<file path="src/rtl/lpd_pkg.sv">
// ----------------------------------------------------------------------------
// lpd_pkg
// shared types and constants for the length prefix deframer
// ----------------------------------------------------------------------------
`default_nettype none

package lpd_pkg;

    // result kinds
    typedef enum logic [1:0] {
        KIND_PAYLOAD  = 2'd0,
        KIND_EMPTY    = 2'd1,
        KIND_OVERSIZE = 2'd2,
        KIND_TIMEOUT  = 2'd3
    } t_kind;

    // request types
    localparam logic REQ_BYTE = 1'b0;
    localparam logic REQ_TICK = 1'b1;

    // configuration register map
    localparam int CFG_IDX_W = 4;
    localparam logic [CFG_IDX_W-1:0] REG_MAX_FRAME_LEN      = 4'd0;
    localparam logic [CFG_IDX_W-1:0] REG_PARTIAL_TIMEOUT_MS = 4'd1;

    localparam logic [31:0] MAX_FRAME_LEN_RST      = 32'd65536;
    localparam logic [15:0] PARTIAL_TIMEOUT_MS_RST = 16'd1000;
    localparam logic [15:0] TICKS_SAT              = 16'hFFFF;

    typedef struct packed {
        logic [31:0] max_frame_len;
        logic [15:0] partial_timeout_ms;
    } t_cfg;

    typedef struct packed {
        logic       req_type;
        logic [7:0] data_byte;
    } t_item;

    typedef struct packed {
        logic       valid;
        t_kind      result_kind;
        logic [7:0] payload_byte;
        logic       frame_last;
    } t_result;

endpackage

`default_nettype wire

</file>
<file path="src/rtl/lpd_if.sv">
// ----------------------------------------------------------------------------
// lpd interfaces
// request, result and configuration channels of the deframer
// ----------------------------------------------------------------------------
`default_nettype none

interface lpd_req_if;
    logic       valid;
    logic       ready;
    logic       req_type;
    logic [7:0] data_byte;

    modport source (output valid, output req_type, output data_byte, input ready);
    modport sink   (input valid, input req_type, input data_byte, output ready);
endinterface

interface lpd_res_if;
    logic              valid;
    logic              ready;
    lpd_pkg::t_kind    result_kind;
    logic [7:0]        payload_byte;
    logic              frame_last;

    modport source (output valid, output result_kind, output payload_byte,
                    output frame_last, input ready);
    modport sink   (input valid, input result_kind, input payload_byte,
                    input frame_last, output ready);
endinterface

interface lpd_cfg_if;
    logic                            valid;
    logic                            ready;
    logic [lpd_pkg::CFG_IDX_W-1:0]   index;
    logic [31:0]                     data;

    modport source (output valid, output index, output data, input ready);
    modport sink   (input valid, input index, input data, output ready);
endinterface

`default_nettype wire

</file>
<file path="src/rtl/lpd_cfg_regs.sv">
// ----------------------------------------------------------------------------
// lpd_cfg_regs
// configuration register file, written through the config channel
// ----------------------------------------------------------------------------
`default_nettype none

module lpd_cfg_regs (
    input  wire            i_clk,
    input  wire            i_rst_n,
    lpd_cfg_if.sink        i_cfg,
    output lpd_pkg::t_cfg  o_cfg
);
    import lpd_pkg::*;

    t_cfg r_cfg;

    assign i_cfg.ready = 1'b1;
    assign o_cfg       = r_cfg;

    always_ff @(posedge i_clk) begin
        if (!i_rst_n) begin
            r_cfg.max_frame_len      <= MAX_FRAME_LEN_RST;
            r_cfg.partial_timeout_ms <= PARTIAL_TIMEOUT_MS_RST;
        end else if (i_cfg.valid && i_cfg.ready) begin
            case (i_cfg.index)
                REG_MAX_FRAME_LEN: begin
                    r_cfg.max_frame_len <= i_cfg.data;
                end
                REG_PARTIAL_TIMEOUT_MS: begin
                    r_cfg.partial_timeout_ms <= i_cfg.data[15:0];
                end
                default: begin
                    // unmapped index, write dropped
                end
            endcase
        end
    end

endmodule

`default_nettype wire

</file>
<file path="src/rtl/lpd_core.sv">
// ----------------------------------------------------------------------------
// lpd_core
// frame state and combinational next-state / result logic
// ----------------------------------------------------------------------------
`default_nettype none

module lpd_core #(
    parameter int PREFIX_BYTES = 4
) (
    input  wire              i_clk,
    input  wire              i_rst_n,
    input  wire              i_en,
    input  lpd_pkg::t_item   i_item,
    input  lpd_pkg::t_cfg    i_cfg,
    output lpd_pkg::t_result o_result
);
    import lpd_pkg::*;

    localparam int SH_W  = (PREFIX_BYTES > 1) ? (PREFIX_BYTES - 1) * 8 : 8;
    localparam int LEN_W = PREFIX_BYTES * 8;
    localparam int CNT_W = (PREFIX_BYTES > 1) ? $clog2(PREFIX_BYTES) : 1;
    localparam logic [CNT_W-1:0] CNT_LAST = CNT_W'(PREFIX_BYTES - 1);

    logic [SH_W-1:0]  r_shift,     n_shift;
    logic [CNT_W-1:0] r_count,     n_count;
    logic [31:0]      r_remaining, n_remaining;
    logic             r_in_payload, n_in_payload;
    logic             r_timer_run, n_timer_run;
    logic [15:0]      r_ticks,     n_ticks;
    logic             r_halted,    n_halted;

    logic [LEN_W-1:0] w_len;
    logic [63:0]      w_len64;
    logic             w_oversize;
    t_result          w_res;

    // full length once the final prefix byte arrives
    assign w_len      = LEN_W'({r_shift, i_item.data_byte});
    assign w_len64    = 64'(w_len);
    assign w_oversize = (|w_len64[63:32]) || (w_len64[31:0] > i_cfg.max_frame_len);

    always_comb begin
        n_shift      = r_shift;
        n_count      = r_count;
        n_remaining  = r_remaining;
        n_in_payload = r_in_payload;
        n_timer_run  = r_timer_run;
        n_ticks      = r_ticks;
        n_halted     = r_halted;
        w_res        = '0;
        w_res.result_kind = KIND_PAYLOAD;

        if (!r_halted) begin
            if (i_item.req_type == REQ_TICK) begin
                if (r_timer_run) begin
                    n_ticks = (r_ticks == TICKS_SAT) ? r_ticks : r_ticks + 16'd1;
                    if (n_ticks >= i_cfg.partial_timeout_ms) begin
                        n_halted          = 1'b1;
                        w_res.valid       = 1'b1;
                        w_res.result_kind = KIND_TIMEOUT;
                    end
                end
            end else if (r_in_payload) begin
                w_res.valid        = 1'b1;
                w_res.result_kind  = KIND_PAYLOAD;
                w_res.payload_byte = i_item.data_byte;
                if (r_remaining == 32'd1) begin
                    w_res.frame_last = 1'b1;
                    n_remaining      = '0;
                    n_in_payload     = 1'b0;
                    n_timer_run      = 1'b0;
                    n_ticks          = '0;
                end else begin
                    n_remaining = r_remaining - 32'd1;
                end
            end else begin
                // prefix byte
                if (!r_timer_run) begin
                    n_timer_run = 1'b1;
                    n_ticks     = '0;
                end
                if (r_count != CNT_LAST) begin
                    n_shift = SH_W'({r_shift, i_item.data_byte});
                    n_count = r_count + CNT_W'(1);
                end else if (w_oversize) begin
                    n_halted          = 1'b1;
                    w_res.valid       = 1'b1;
                    w_res.result_kind = KIND_OVERSIZE;
                end else if (w_len64 == 64'd0) begin
                    n_shift           = '0;
                    n_count           = '0;
                    n_timer_run       = 1'b0;
                    n_ticks           = '0;
                    w_res.valid       = 1'b1;
                    w_res.result_kind = KIND_EMPTY;
                    w_res.frame_last  = 1'b1;
                end else begin
                    n_shift      = '0;
                    n_count      = '0;
                    n_remaining  = w_len64[31:0];
                    n_in_payload = 1'b1;
                end
            end
        end
    end

    assign o_result = w_res;

    always_ff @(posedge i_clk) begin
        if (!i_rst_n) begin
            r_shift      <= '0;
            r_count      <= '0;
            r_remaining  <= '0;
            r_in_payload <= 1'b0;
            r_timer_run  <= 1'b0;
            r_ticks      <= '0;
            r_halted     <= 1'b0;
        end else if (i_en) begin
            r_shift      <= n_shift;
            r_count      <= n_count;
            r_remaining  <= n_remaining;
            r_in_payload <= n_in_payload;
            r_timer_run  <= n_timer_run;
            r_ticks      <= n_ticks;
            r_halted     <= n_halted;
        end
    end

    // once halted, nothing more comes out
    a_halted_silent: assert property (@(posedge i_clk) disable iff (!i_rst_n)
        r_halted |-> !w_res.valid)
        else $error("result produced while halted");

    // halt only follows an error result
    a_halt_cause: assert property (@(posedge i_clk) disable iff (!i_rst_n)
        $rose(r_halted) |-> $past(i_en && w_res.valid &&
            (w_res.result_kind == KIND_OVERSIZE || w_res.result_kind == KIND_TIMEOUT)))
        else $error("halt without error result");

    // a payload phase always has bytes left to pass
    a_payload_nonzero: assert property (@(posedge i_clk) disable iff (!i_rst_n)
        r_in_payload |-> (r_remaining != 32'd0))
        else $error("payload phase with zero remaining");

    // the deadline runs through every payload phase
    a_timer_in_payload: assert property (@(posedge i_clk) disable iff (!i_rst_n)
        r_in_payload |-> r_timer_run)
        else $error("payload phase without running deadline");

endmodule

`default_nettype wire

</file>
<file path="src/rtl/length_prefix_deframer.sv">
// ----------------------------------------------------------------------------
// length_prefix_deframer
// splits a byte stream into frames led by a big-endian length prefix
// ----------------------------------------------------------------------------
// Each request beat is either a received byte or a one millisecond tick. The
// first PREFIX_BYTES bytes of a frame form a big-endian length; a length above
// max_frame_len gives an oversize error, a zero length gives one empty-frame
// result, any other length passes that many following bytes out as payload
// beats with frame_last on the final one. The first prefix byte starts a
// deadline of partial_timeout_ms ticks that runs until the frame completes;
// expiry gives a timeout error. After either error the block drops every beat
// until reset. Throughput is one request beat per clock cycle while the
// result side keeps up; each beat passes through the request register in
// front of the combinational frame logic and the result register behind it.
// Configuration writes are taken at any time but must only be made while the
// block is idle. No clearing pass is needed after reset.
// ----------------------------------------------------------------------------
`default_nettype none

module length_prefix_deframer #(
    parameter int PREFIX_BYTES = 4
) (
    input  wire       i_clk,
    input  wire       i_rst_n,
    lpd_req_if.sink   i_req,
    lpd_res_if.source o_res,
    lpd_cfg_if.sink   i_cfg
);
    import lpd_pkg::*;

    // request register
    logic    r_in_valid;
    t_item   r_item;

    // result register
    logic    r_out_valid;
    t_result r_out;

    t_cfg    w_cfg;
    t_result w_result;
    t_item   w_item;
    logic    w_out_free;   // result register can take a new value
    logic    w_proc;       // held request is processed this cycle

    assign w_out_free  = !r_out_valid || o_res.ready;
    assign w_proc      = r_in_valid && w_out_free;
    assign i_req.ready = !r_in_valid || w_out_free;

    assign w_item.req_type  = i_req.req_type;
    assign w_item.data_byte = i_req.data_byte;

    lpd_cfg_regs u_cfg (
        .i_clk   (i_clk),
        .i_rst_n (i_rst_n),
        .i_cfg   (i_cfg),
        .o_cfg   (w_cfg)
    );

    lpd_core #(
        .PREFIX_BYTES (PREFIX_BYTES)
    ) u_core (
        .i_clk    (i_clk),
        .i_rst_n  (i_rst_n),
        .i_en     (w_proc),
        .i_item   (r_item),
        .i_cfg    (w_cfg),
        .o_result (w_result)
    );

    // valid flags
    always_ff @(posedge i_clk) begin
        if (!i_rst_n) begin
            r_in_valid  <= 1'b0;
            r_out_valid <= 1'b0;
        end else begin
            if (i_req.ready) begin
                r_in_valid <= i_req.valid;
            end
            if (w_out_free) begin
                // items that cause no result leave the register empty
                r_out_valid <= w_proc && w_result.valid;
            end
        end
    end

    // payload registers
    always_ff @(posedge i_clk) begin
        if (i_req.valid && i_req.ready) begin
            r_item <= w_item;
        end
        if (w_out_free) begin
            r_out <= w_result;
        end
    end

    assign o_res.valid        = r_out_valid;
    assign o_res.result_kind  = r_out.result_kind;
    assign o_res.payload_byte = r_out.payload_byte;
    assign o_res.frame_last   = r_out.frame_last;

endmodule

`default_nettype wire

</file>
<file path="src/flat_wrapper.sv">
// flat-port wrapper written by rule: the top's interface ports become plain ports
module length_prefix_deframer_flat import lpd_pkg::*;
#(
    parameter int PREFIX_BYTES = 4
)
  (i_clk, i_rst_n, i_req_valid, i_req_req_type, i_req_data_byte, i_req_ready, o_res_valid, o_res_result_kind, o_res_payload_byte, o_res_frame_last, o_res_ready, i_cfg_valid, i_cfg_index, i_cfg_data, i_cfg_ready);
  lpd_req_if i_req_i ();
  lpd_res_if o_res_i ();
  lpd_cfg_if i_cfg_i ();
  input  wire i_clk;
  input  wire i_rst_n;
  input wire logic [$bits(i_req_i.valid)-1:0] i_req_valid;
  input wire logic [$bits(i_req_i.req_type)-1:0] i_req_req_type;
  input wire logic [$bits(i_req_i.data_byte)-1:0] i_req_data_byte;
  output wire logic [$bits(i_req_i.ready)-1:0] i_req_ready;
  output wire logic [$bits(o_res_i.valid)-1:0] o_res_valid;
  output wire logic [$bits(o_res_i.result_kind)-1:0] o_res_result_kind;
  output wire logic [$bits(o_res_i.payload_byte)-1:0] o_res_payload_byte;
  output wire logic [$bits(o_res_i.frame_last)-1:0] o_res_frame_last;
  input wire logic [$bits(o_res_i.ready)-1:0] o_res_ready;
  input wire logic [$bits(i_cfg_i.valid)-1:0] i_cfg_valid;
  input wire logic [$bits(i_cfg_i.index)-1:0] i_cfg_index;
  input wire logic [$bits(i_cfg_i.data)-1:0] i_cfg_data;
  output wire logic [$bits(i_cfg_i.ready)-1:0] i_cfg_ready;
  assign i_req_i.valid = i_req_valid;
  assign i_req_i.req_type = i_req_req_type;
  assign i_req_i.data_byte = i_req_data_byte;
  assign i_req_ready = i_req_i.ready;
  assign o_res_valid = o_res_i.valid;
  assign o_res_result_kind = o_res_i.result_kind;
  assign o_res_payload_byte = o_res_i.payload_byte;
  assign o_res_frame_last = o_res_i.frame_last;
  assign o_res_i.ready = o_res_ready;
  assign i_cfg_i.valid = i_cfg_valid;
  assign i_cfg_i.index = i_cfg_index;
  assign i_cfg_i.data = i_cfg_data;
  assign i_cfg_ready = i_cfg_i.ready;
  length_prefix_deframer #(.PREFIX_BYTES(PREFIX_BYTES)) u_core (.i_clk(i_clk), .i_rst_n(i_rst_n), .i_req(i_req_i), .o_res(o_res_i), .i_cfg(i_cfg_i));
endmodule
</file>
<file path="config.mk">
export PLATFORM = sky130hd
export DESIGN_NAME = length_prefix_deframer_flat
export DESIGN_NICKNAME = d
export VERILOG_FILES = /design/src/rtl/lpd_pkg.sv /design/src/rtl/lpd_if.sv /design/src/rtl/lpd_cfg_regs.sv /design/src/rtl/lpd_core.sv /design/src/rtl/length_prefix_deframer.sv /design/src/flat_wrapper.sv
export SDC_FILE = /design/constraint.sdc
export NUM_CORES = 1
export LEC_CHECK = 0
export ABC_AREA = 1
export ABC_CLOCK_PERIOD_IN_PS = 3800
export BUFFER_PORTS_ARGS = -buffer_cell sky130_fd_sc_hd__buf_2
export CORE_UTILIZATION = 37
export CTS_CLUSTER_SIZE = 30
export DETAILED_ROUTE_END_ITERATION = 12
export GPL_TIMING_DRIVEN = 0
export PLACE_DENSITY = 0.54
export SYNTH_ARGS = -nofsm -noshare
export SYNTH_HDL_FRONTEND = slang
export SYNTH_SLANG_ARGS = --single-unit
export TNS_END_PERCENT = 20
</file>
<file path="constraint.sdc">
create_clock -name i_clk -period 3.8 [get_ports i_clk]
set_input_delay 0.38 -clock i_clk [delete_from_list [all_inputs] [get_ports i_clk]]
set_output_delay 0.38 -clock i_clk [all_outputs]
set_load 0.005 [all_outputs]
</file>
* After elaboration in Yosys (flattened, before gate mapping)
Index checks and enable logic that the tools add are counted.
Widths: inputs -> output; s select.
** Word-level totals
- Memory bits (writable) :: 0
- Memory bits (read-only) :: 0
- Latch bits :: 0
- Memories kept :: 0
- Register bits after elaboration :: 147
- Output and inout port bits :: 14
** Operators by class
- Mux-type cells :: 49
- Eq/ne operators :: 11
- Order comparisons :: 2
- Bitwise logic cells :: 3
- Multipliers :: 0
- Shift operators :: 0
- Reductions and logical operators :: 18
- Divide/modulo/power cells :: 0
- Add/subtract/negate cells :: 3
** Operators with widths (count)
- $mux 32 :: 5
- $mux 16 :: 9
- $logic_not 64->1 :: 1
- $mux 24 :: 2
- $eq 32x1->1 const B :: 1
- $gt 32x32->1 :: 1
- $sub 32x1->32 const B :: 1
- $mux 1 :: 21
- $mux 3 :: 7
- $add 16x1->16 const B :: 1
- $eq 16x16->1 const B :: 1
- $ge 16x16->1 :: 1
- $mux 12 :: 1
- $ne 2x2->1 const B :: 5
- $mux 9 :: 1
- $mux 8 :: 1
- $reduce_and 4->1 :: 2
- $reduce_and 6->1 :: 1
- $reduce_and 5->1 :: 1
- $eq 4x1->1 const B :: 1
- $logic_not 4->1 :: 1
- $mux 2 :: 2
- $ne 2x1->1 const B :: 2
- $reduce_and 2->1 :: 2
- 9 further kinds :: 15

* Logic depth before layout (Yosys ltp)
Gate-level depths: netlist (run 1).
- Word-level depth :: 8
- Depth in mapped cells :: 21

* Hierarchy
From an unflattened synthesis (run 1), not the netlist that was laid out.
** Unflattened totals
- Cell total of the unflattened synthesis :: 1492
- Area, all modules :: 9536.6 um^2
** Modules (own cells, without submodules)
- lpd_core :: area an instance 6452.4 um^2, cells each 1079, seq. area each 1541.5 um^2, instances 1
- lpd_cfg_regs :: area an instance 2386.0 um^2, cells each 380, seq. area each 960.9 um^2, instances 1
- length_prefix_deframer :: area an instance 698.2 um^2, cells each 33, seq. area each 640.6 um^2, instances 1

* Least setup slack after synthesis (run 1)
No wires, ideal clock.
- Kind :: register to register
- Start :: register u_core.u_core.r_ticks[0]
- End :: register u_core.u_core.r_halted
- Clock period less this slack :: 2.527 ns
- Path buffers :: 0
- Library setup time :: 0.128 ns
- Stages on the path, launching flop included :: 20
- Path slack :: 1.273 ns
- Data required time :: 3.672 ns
- Arrival :: 2.399 ns
- Cells stage by stage :: dfxtp_1 ha_1 nand2_1 nor2_1 nand2_1 nor2_1 nand2_1 nor2_1 nand3_1 nand3b_1 nand2_1 ha_1 a21oi_1 o21ai_0 a21oi_1 nand3_1 nand2_1 nand2_1 a21oi_1 nor2_1
** On the way
- Word-level cells in the longest chain between the ends :: 7
- Elaborated cells between the ends (all ways) :: 8
- Those cells by class :: 1 x add/sub; 1 x order compare; 1 x eq/ne; 5 x mux
** Ends and longest elaborated chain
- from (decl) :: RTL line lpd_core.sv:29 : logic [15:0] r_ticks, n_ticks;
- from (signal assigned) :: RTL line lpd_core.sv:124 : r_ticks <= n_ticks;
- $add 16x1->16 / $eq 16x16->1 (equally long branches) :: RTL line lpd_core.sv:56 : n_ticks = (r_ticks == TICKS_SAT) ? r_ticks : r_ticks + 16'd1;
- $mux 16 * :: RTL line lpd_core.sv:56
- $ge 16x16->1 * :: RTL line lpd_core.sv:57 : if (n_ticks >= i_cfg.partial_timeout_ms) begin
- $mux 1 * :: RTL line lpd_core.sv:57
- $mux 1 * :: RTL line lpd_core.sv:55 : if (r_timer_run) begin
- $mux 1 * :: RTL line lpd_core.sv:54 : if (i_item.req_type == REQ_TICK) begin
- $mux 1 * :: RTL line lpd_core.sv:53 : if (!r_halted) begin
- to (signal assigned) :: RTL line lpd_core.sv:125 : r_halted <= n_halted;
- to (decl) :: RTL line lpd_core.sv:30 : logic r_halted, n_halted;
Mark *: on every way between the ends. The rest lies on a longest branch, timed or not.
A chain may end at the register's enable or synchronous reset.

* Final worst setup path (run 1)
- Start :: register u_core.u_core.r_ticks[0]
- End :: register u_core.r_out_valid, in the netlist u_core.o_res.valid
** On the way
- Word-level cells in the longest chain between the ends :: 8
- Elaborated cells between the ends (all ways) :: 9
- Those cells by class :: 1 x add/sub; 1 x order compare; 1 x eq/ne; 5 x mux; 1 x reduce/logical
** Ends and longest elaborated chain
- $add 16x1->16 / $eq 16x16->1 (equally long branches) :: RTL line lpd_core.sv:56
- $mux 16 * :: RTL line lpd_core.sv:56
- $ge 16x16->1 * :: RTL line lpd_core.sv:57
- $mux 3 * :: RTL line lpd_core.sv:57
- $mux 3 * :: RTL line lpd_core.sv:55
- $mux 3 * :: RTL line lpd_core.sv:54
- $mux 12 * :: RTL line lpd_core.sv:53
- $logic_and 1x1->1 * :: RTL line length_prefix_deframer.sv:81 : r_out_valid <= w_proc && w_result.valid;
- to (signal assigned) :: RTL line length_prefix_deframer.sv:81
- to (decl) :: RTL line length_prefix_deframer.sv:36 : logic r_out_valid;
Marks and branches as above.

==> flow_summary.json, run 1 <==
{
  "outcome": "finished clean",
  "arrival_ns": 3.44,
  "syn_inst": 1196,
  "reg2reg_to": "u_core.o_res.valid$_SDFFE_PN0P_",
  "ios": 64,
  "synth_cell_type_count": 47,
  "cts.sinks": 147,
  "cts.clk_slew.worst_paths_ns": 0.06,
  "finalSetupTns_ns": 0,
  "drc": 0,
  "gp_congestion": 0.929,
  "whs_ns": 0.116,
  "min_period_over_period": 0.828,
  "switching_share": 0.247,
  "worst_pin_slew_ns": 0.699,
  "grt_pass1_vias": 7504,
  "cp-endpoint": "u_core.o_res.valid$_SDFFE_PN0P_",
  "synth_top_area_frac": 0.299,
  "maxClockFrequency_mhz": 318,
  "routed_via_density": 5.10,
  "routed_wirelength_um": 25200,
  "power_mw": 3.74,
  "reg2regPathDepth": 19,
  "p_clk_frac": 0.483,
  "ctsResizeCount": 0,
  "cts_setup_buffers": 0,
  "rows": 55,
  "postSynth.asyncResetShare": 0,
  "die_h_um": 154,
  "grt_pass1_wl_um": 40800,
  "yosys_most_used_dff": "dfxtp_1",
  "worstHoldStart": "i_req_data_byte[3]",
  "cp.depth": 19,
  "cts_buffers": 17,
  "comb_power_share": 0.077,
  "clockBufferDepth": 2,
  "grt_overflow": 0,
  "finalMaxSlewViolations": 0,
  "portBuffers": 62,
  "max_stage_delay_ns": 0.43,
  "syn_area_per_cell_um2": 7.12,
  "final_area_um2": 9800,
  "routedWlPerCell_um": 16.0,
  "yosys-top-cells-area": "dfxtp_1 (30%), nand2_1 (11%), a21oi_1 (8.6%)",
  "slowest_stage": "dfxtp_1",
  "cp.required_ns": 4.10,
  "worstSetupStartpoint": "u_core.u_core.r_ticks[0]$_SDFFE_PN0P_",
  "r2r_start": "u_core.u_core.r_ticks[0]$_SDFFE_PN0P_",
  "yosys.area.top_type": "dfxtp_1",
  "setup_viol": 0,
  "critPathMaxFanout": 5,
  "start_kind": "register",
  "synth.net_count": 1298,
  "place_area_um2": 9180,
  "synth_commonest_cells": "nand2_1 (258), a21oi_1 (146), dfxtp_1 (127), nor2_1 (127), inv_1 (123)",
  "grtUsageTotal": 0.223,
  "fin_crit_ns": 3.15,
  "ys_ff_latch": 147,
  "relSlewSlack": 0.534,
  "hold_viol_final": 0,
  "dpl.hpwl_um": 19300,
  "synth_area_um2": 8520,
  "yosysWarnings": 0,
  "critPathCaptureType": "register",
  "grt_antenna_before_repair": 0,
  "fin_ws_ns": 0.653,
  "pwr-share-seq": 0.439,
  "diodes": 0,
  "grt_max_degree": 17,
  "intPower_mw": 2.81,
  "cp_cell_sequence": "ha_1, nand2_1, nor2_1, nand2_1, nor2_1, nand2_1, nor2_1, nand3_1, nand3b_1, nand2_1, ha_1, a21oi_1, o21ai_0, a21oi_1, nand3_1, nand3_1, nand2_1, a21oi_1, nor2_1",
  "cts_hold_buf": 0,
  "reg2reg_slack_ns": 0.65,
  "drv_cap": 0,
  "cts_root_buffer": "clkbuf_16",
  "htreeDepth": 4,
  "drive_above_1_share": 0.126,
  "p_leak_nw": 4.40,
  "power_per_cell_area_nw_per_um2": 381,
  "area_growth_pct": 15.1,
  "irDropWorstVdd_v": 0.000277,
  "fin_nets": 1379,
  "p_switching_uw": 923,
  "path_class": "register to register",
  "synth_edf_count": 20,
  "clk_latency_ns": 0.44,
  "vias": 8038,
  "fin_worst_skew_ns": 0.0130,
  "die-area_um2": 23600,
  "chipWidth_um": 154,
  "ys_seq_area_frac": 0.369,
  "final_antenna_net_count": 0,
  "crit_top_cell": "nand2_1",
  "hold_class": "primary input to register",
  "post-place-ws_ns": 0.671,
  "initial_core_util": 0.377,
  "path_buf_inv": 0,
  "cts_tree": "yes",
  "rsz0062_at_grt": "false",
  "synth.most_common_cell": "nand2_1",
  "core_um2": 22600,
  "drt-initial-drc-count": 638,
  "cp_top_family": "simple AND/OR/NAND/NOR gates",
  "firstDrtPassIters": 6
}
==> power groups by stage <==
stage	combinational [mW]	sequential [mW]	clock, mW
after global routing	0.334	1.64	1.90
after global placement	0.287	1.67	0
after floorplan	0.193	1.66	0
after CTS	0.291	1.64	1.83
final	0.289	1.64	1.81
after detailed placement	0.289	1.67	0
==> metrics by stage <==
step | utilization | cells
3_3_place_gp | 0.407 | 1543
3_5_place_dp | 0.407 | 1543
4_1_cts | 0.434 | 1575
6_report | 0.434 | 1575
2_1_floorplan | - | 1196
5_1_grt | 0.434 | 1575
==> flip-flops by register name (all words and copies together), names as in the netlist <==
signal and flops:
u_core.u_core.r_remaining 32, u_core.r_item 9, u_core.u_core.r_in_payload 1, u_core.u_core.r_ticks 16, u_core.u_core.r_count 2, u_core.o_res.payload_byte 8, u_core.r_in_valid 1, u_core.o_res.frame_last 1
u_core.u_core.r_shift 24, u_core.u_cfg.o_cfg 48, u_core.u_core.r_timer_run 1, u_core.o_res.result_kind 2, u_core.u_core.r_halted 1, u_core.o_res.valid 1
==> kinds of logic after synthesis <==
| group | share of synthesized area |
|---|---|
| other cells | 0.000440 |
| simple gates | 0.274 |
| xor+xnor | 0.0247 |
| flops | 0.369 |
| buf+inv | 0.0889 |
| compound gates | 0.166 |
| fa+ha+maj | 0.0764 |
==> worst min path at each step <==
stage,end,cells after the start
global placement,u_core.u_cfg.o_cfg[24]$_SDFFE_PN0P_,2
detailed placement,u_core.u_cfg.o_cfg[37]$_SDFFE_PN0P_,2
floorplan,u_core.u_cfg.o_cfg[24]$_SDFFE_PN0P_,2
CTS,u_core.r_item[5]$_DFFE_PP_,1
finish,u_core.r_item[3]$_DFFE_PP_,1
global route,u_core.r_item[2]$_DFFE_PP_,1
==> layout make-up <==
class / count / area [µm²]
Clock buffer: 20 / 437
Buffer: 53 / 256
Sequential cell: 147 / 3140
Timing Repair Buffer: 62 / 310
Clock inverter: 12 / 183
Tap cell: 285 / 357
Fill cell: 2387 / 12800
Multi-Input combinational cell: 864 / 4620
Inverter: 132 / 500
==> layout by cell type, fill, tap and decap left out, drive strengths merged, types with 7 or more instances in the layout <==
master and n:
nand3b 13, inv 131, xor2 17, o211ai 8, xnor2 7, o21ai 80
nand3 49, buf 84, nand2 262, ha 52, nand4 27, a21oi 156
edfxtp 20, o22ai 8, nor4 7, clkbuf 51, nor3 19, dfxtp 127
nor2 144
==> layer usage <==
layer  global-route usage  part of all wire  vias up
li1                     -                 -     4126
met1                0.320              0.51     3690
met2                0.343              0.44      201
met3               0.0361             0.049       21
met4               0.0595             0.011        0
met5                    0                 0        -
Note: power is estimated with default switching activity, not from simulation.
==> run 2: changes to the inputs <==
ABC_AREA = 0   (was 1)
ABC_CLOCK_PERIOD_IN_PS = 2810   (was 3800)
PLACE_DENSITY = 0.57   (was 0.54)
clock period = 2.81 ns   (was 3.8 ns; I/O delays follow)
==> run 2 against run 1 <==
Worst setup slack worse by 1.0 ns. Design area fell by 2.3%. Highest routed layer unchanged. The run now ends with negative setup slack left. Worst hold slack worse by 0.085 ns. Register-to-register slack worse by 1.0 ns. Global-route usage rose by 0.22 points. Clock skew shrank 0.0032 ns. Maximum frequency decreased by 1.8%. Via count down 9.1%. Sequential cell count stayed put. Largest cell class unchanged. Critical path type unchanged. Combinational power fell by 3%. Cell count fell by 16%. Core utilization increased by 3.8 points. Critical endpoint is now u_core.o_res.result_kind[1]$_SDFFCE_PP0P_.
==> flow_summary.json, run 2 <==
{
  "ios": 64,
  "syn_inst": 930,
  "dp_cells": 1262,
  "initial_core_util": 0.378,
  "finish.utilization": 0.472,
  "critPathMaxFanout": 6,
  "fin_ws_ns": -0.396,
  "fin_worst_skew_ns": 0.00982,
  "routedWlPerCell_um": 17.9,
  "area_growth_pct": 24.9,
  "cts_root_buffer": "clkbuf_16",
  "worstHoldStart": "i_req_data_byte[3]",
  "fin_crit_ns": 3.21,
  "largest_reg_flops": 48,
  "post-place-ws_ns": -0.860,
  "cts.sinks": 147,
  "hold_class": "primary input to register",
  "firstDrtPassIters": 5,
  "path_class": "register to register",
  "crit_top_cell": "and4_4",
  "rows": 52,
  "drc": 0,
  "cts_buffers": 17,
  "postSynth.asyncResetShare": 0,
  "die-area_um2": 21300,
  "max_stage_delay_ns": 0.37,
  "path_buf_inv": 2,
  "final_antenna_net_count": 0,
  "yosys_most_used_dff": "dfxtp_1",
  "synth_top_area_frac": 0.331,
  "grtUsageTotal": 0.225,
  "grt_max_degree": 17,
  "grt_antenna_before_repair": 0,
  "drt-initial-drc-count": 583,
  "synth_cell_type_count": 62,
  "fin_nets": 1141,
  "cp_top_family": "compound AO/OA/AOI/OAI gates",
  "instances_no_fill": 1322,
  "routed_via_density": 5.53,
  "maxClockFrequency_mhz": 312,
  "die_h_um": 146,
  "finalMaxSlewViolations": 0,
  "hold_viol_final": 0,
  "grt_pass1_wl_um": 37400,
  "vias": 7305,
  "diodes": 0,
  "portBuffers": 62,
  "routed_wirelength_um": 23600,
  "synth.net_count": 1032,
  "rsz0062_at_grt": "true",
  "arrival_ns": 3.38,
  "cts_tree": "yes",
  "relSlewSlack": 0.337,
  "p_leak_nw": 3.79,
  "violations": "negative setup slack",
  "synth_area_um2": 7670,
  "cts.clk_slew.worst_paths_ns": 0.06,
  "grt_pass1_vias": 6888,
  "yosys.area.top_type": "dfxtp_1",
  "gp_congestion": 0.934,
  "critPathCaptureType": "register",
  "cp.required_ns": 2.98,
  "synth_edf_count": 20,
  "power_per_cell_area_nw_per_um2": 492,
  "setup_viol": 29,
  "outcome": "complete, but fails checks",
  "drv_cap": 0,
  "grt_overflow": 0,
  "drive_above_1_share": 0.209,
  "ys_seq_area_frac": 0.410,
  "r2r_start": "u_core.u_core.r_ticks[5]$_SDFFE_PN0P_",
  "clk_latency_ns": 0.43,
  "synth_commonest_cells": "nand2_1 (146), dfxtp_1 (127), a21oi_1 (111)",
  "slowest_stage": "dfxtp_4",
  "clockBufferDepth": 2,
  "irDropWorstVdd_v": 0.000365,
  "yosys-top-cells-area": "dfxtp_1 (33%), ha_1 (8.5%), edfxtp_1 (7.8%)",
  "final_cell_mix": "nand2_1 (141), dfxtp_1 (112), a21oi_1 (104), inv_1 (62), buf_2 (62)",
  "dpl.hpwl_um": 16800,
  "synth.most_common_cell": "nand2_1",
  "start_kind": "register",
  "cp_cell_sequence": "and4_4, and4_4, and4_4, buf_8, buf_6, xor2_2, ha_1, nand2b_4, a211o_1, a31oi_2, o22ai_2, o21ai_4, o41ai_4, nor2b_1",
  "cts_hold_buf": 0,
  "min_period_over_period": 1.14,
  "worstSetupStartpoint": "u_core.u_core.r_ticks[5]$_SDFFE_PN0P_",
  "htreeDepth": 4,
  "worst_pin_slew_ns": 0.985,
  "syn_area_per_cell_um2": 8.25,
  "chipWidth_um": 146,
  "final_common_cell": "nand2_1",
  "yosysWarnings": 0,
  "core_um2": 20300,
  "ys_ff_latch": 147
}
-- run 2: cell count changes after synthesis, moves of 29 or more --
cell,before,now
a21oi_1,146,111
nand3_1,47,18
inv_1,123,62
nand2_1,258,146
a22o_1,0,34
o21ai_0,67,31
nor2_1,127,60
-- run 2: where the power goes --
group          internal [mW]  total, mW  switching [mW]  leakage (nW)
Clock                   1.32       2.25           0.926         0.286
Combinational          0.115      0.281           0.166          2.25
Sequential              2.15       2.18          0.0334          1.26
Total                   3.59       4.71            1.13          3.79
-- run 2: repair_timing --
item / 4_1_cts / 5_1_grt
gates resized for setup: 54 / 64
hold endpoints to repair: 0 / 0
buffers inserted: 15 / 15
gates cloned: 1 / 1
pin swaps: 27 / 26
setup endpoints to repair: 81 / 77
-- run 2: final timing paths --
check	endpoint	slack [ns]	cells past startpoint
max	u_core.o_res.result_kind[1]$_SDFFCE_PP0P_	-0.40	14
min	u_core.r_item[3]$_DFFE_PP_	0.03	1
max reg2reg	u_core.o_res.result_kind[1]$_SDFFCE_PP0P_	-0.40	14
min reg2reg	u_core.u_cfg.o_cfg[26]$_SDFFE_PN0P_	0.45	2
-- run 2: per-stage QoR --
stage | total power, mW | setup TNS (ns) | hold WS (ns) | instance area [µm²]
finish | 4.71 | -2.73 | 0.0307 | 9580
global route | 4.86 | -5.66 | 0.0102 | 9580
CTS | 4.72 | -3.18 | 0.0163 | 9210
detailed placement | 2.46 | -46.61 | 0.447 | 8360
global placement | 2.46 | -47.81 | 0.443 | 8360
floorplan | 2.35 | -2.45 | 0.380 | 7710
-- run 2: layout make-up --
type / instances / area [µm²]
Buffer: 46 / 270
Inverter: 64 / 240
Tap cell: 270 / 338
Clock buffer: 18 / 439
Sequential cell: 147 / 3170
Clock inverter: 14 / 136
Multi-Input combinational cell: 670 / 4420
Timing Repair Buffer: 93 / 564
Fill cell: 2056 / 10700
-- run 2: kinds of logic after synthesis --
group | count (synthesis) | synth area share
muxes | 4 | 0.00555
DFF | 147 | 0.410
AOI/OAI and AO/OA | 259 | 0.219
and+or+nand+nor | 343 | 0.210
adders and majority gates | 52 | 0.0848
buffers and inverters | 113 | 0.0582
other | 1 | 0.000489
xor gates and xnor gates | 11 | 0.0126
-- run 2: per-layer routing --
layer / up-vias / routed length (µm) / GRT usage
li1: 3564 / - / -
met1: 3411 / 11100 / 0.310
met2: 280 / 10400 / 0.344
met3: 50 / 1450 / 0.0433
met4: 0 / 652 / 0.0948
met5: - / 0 / 0
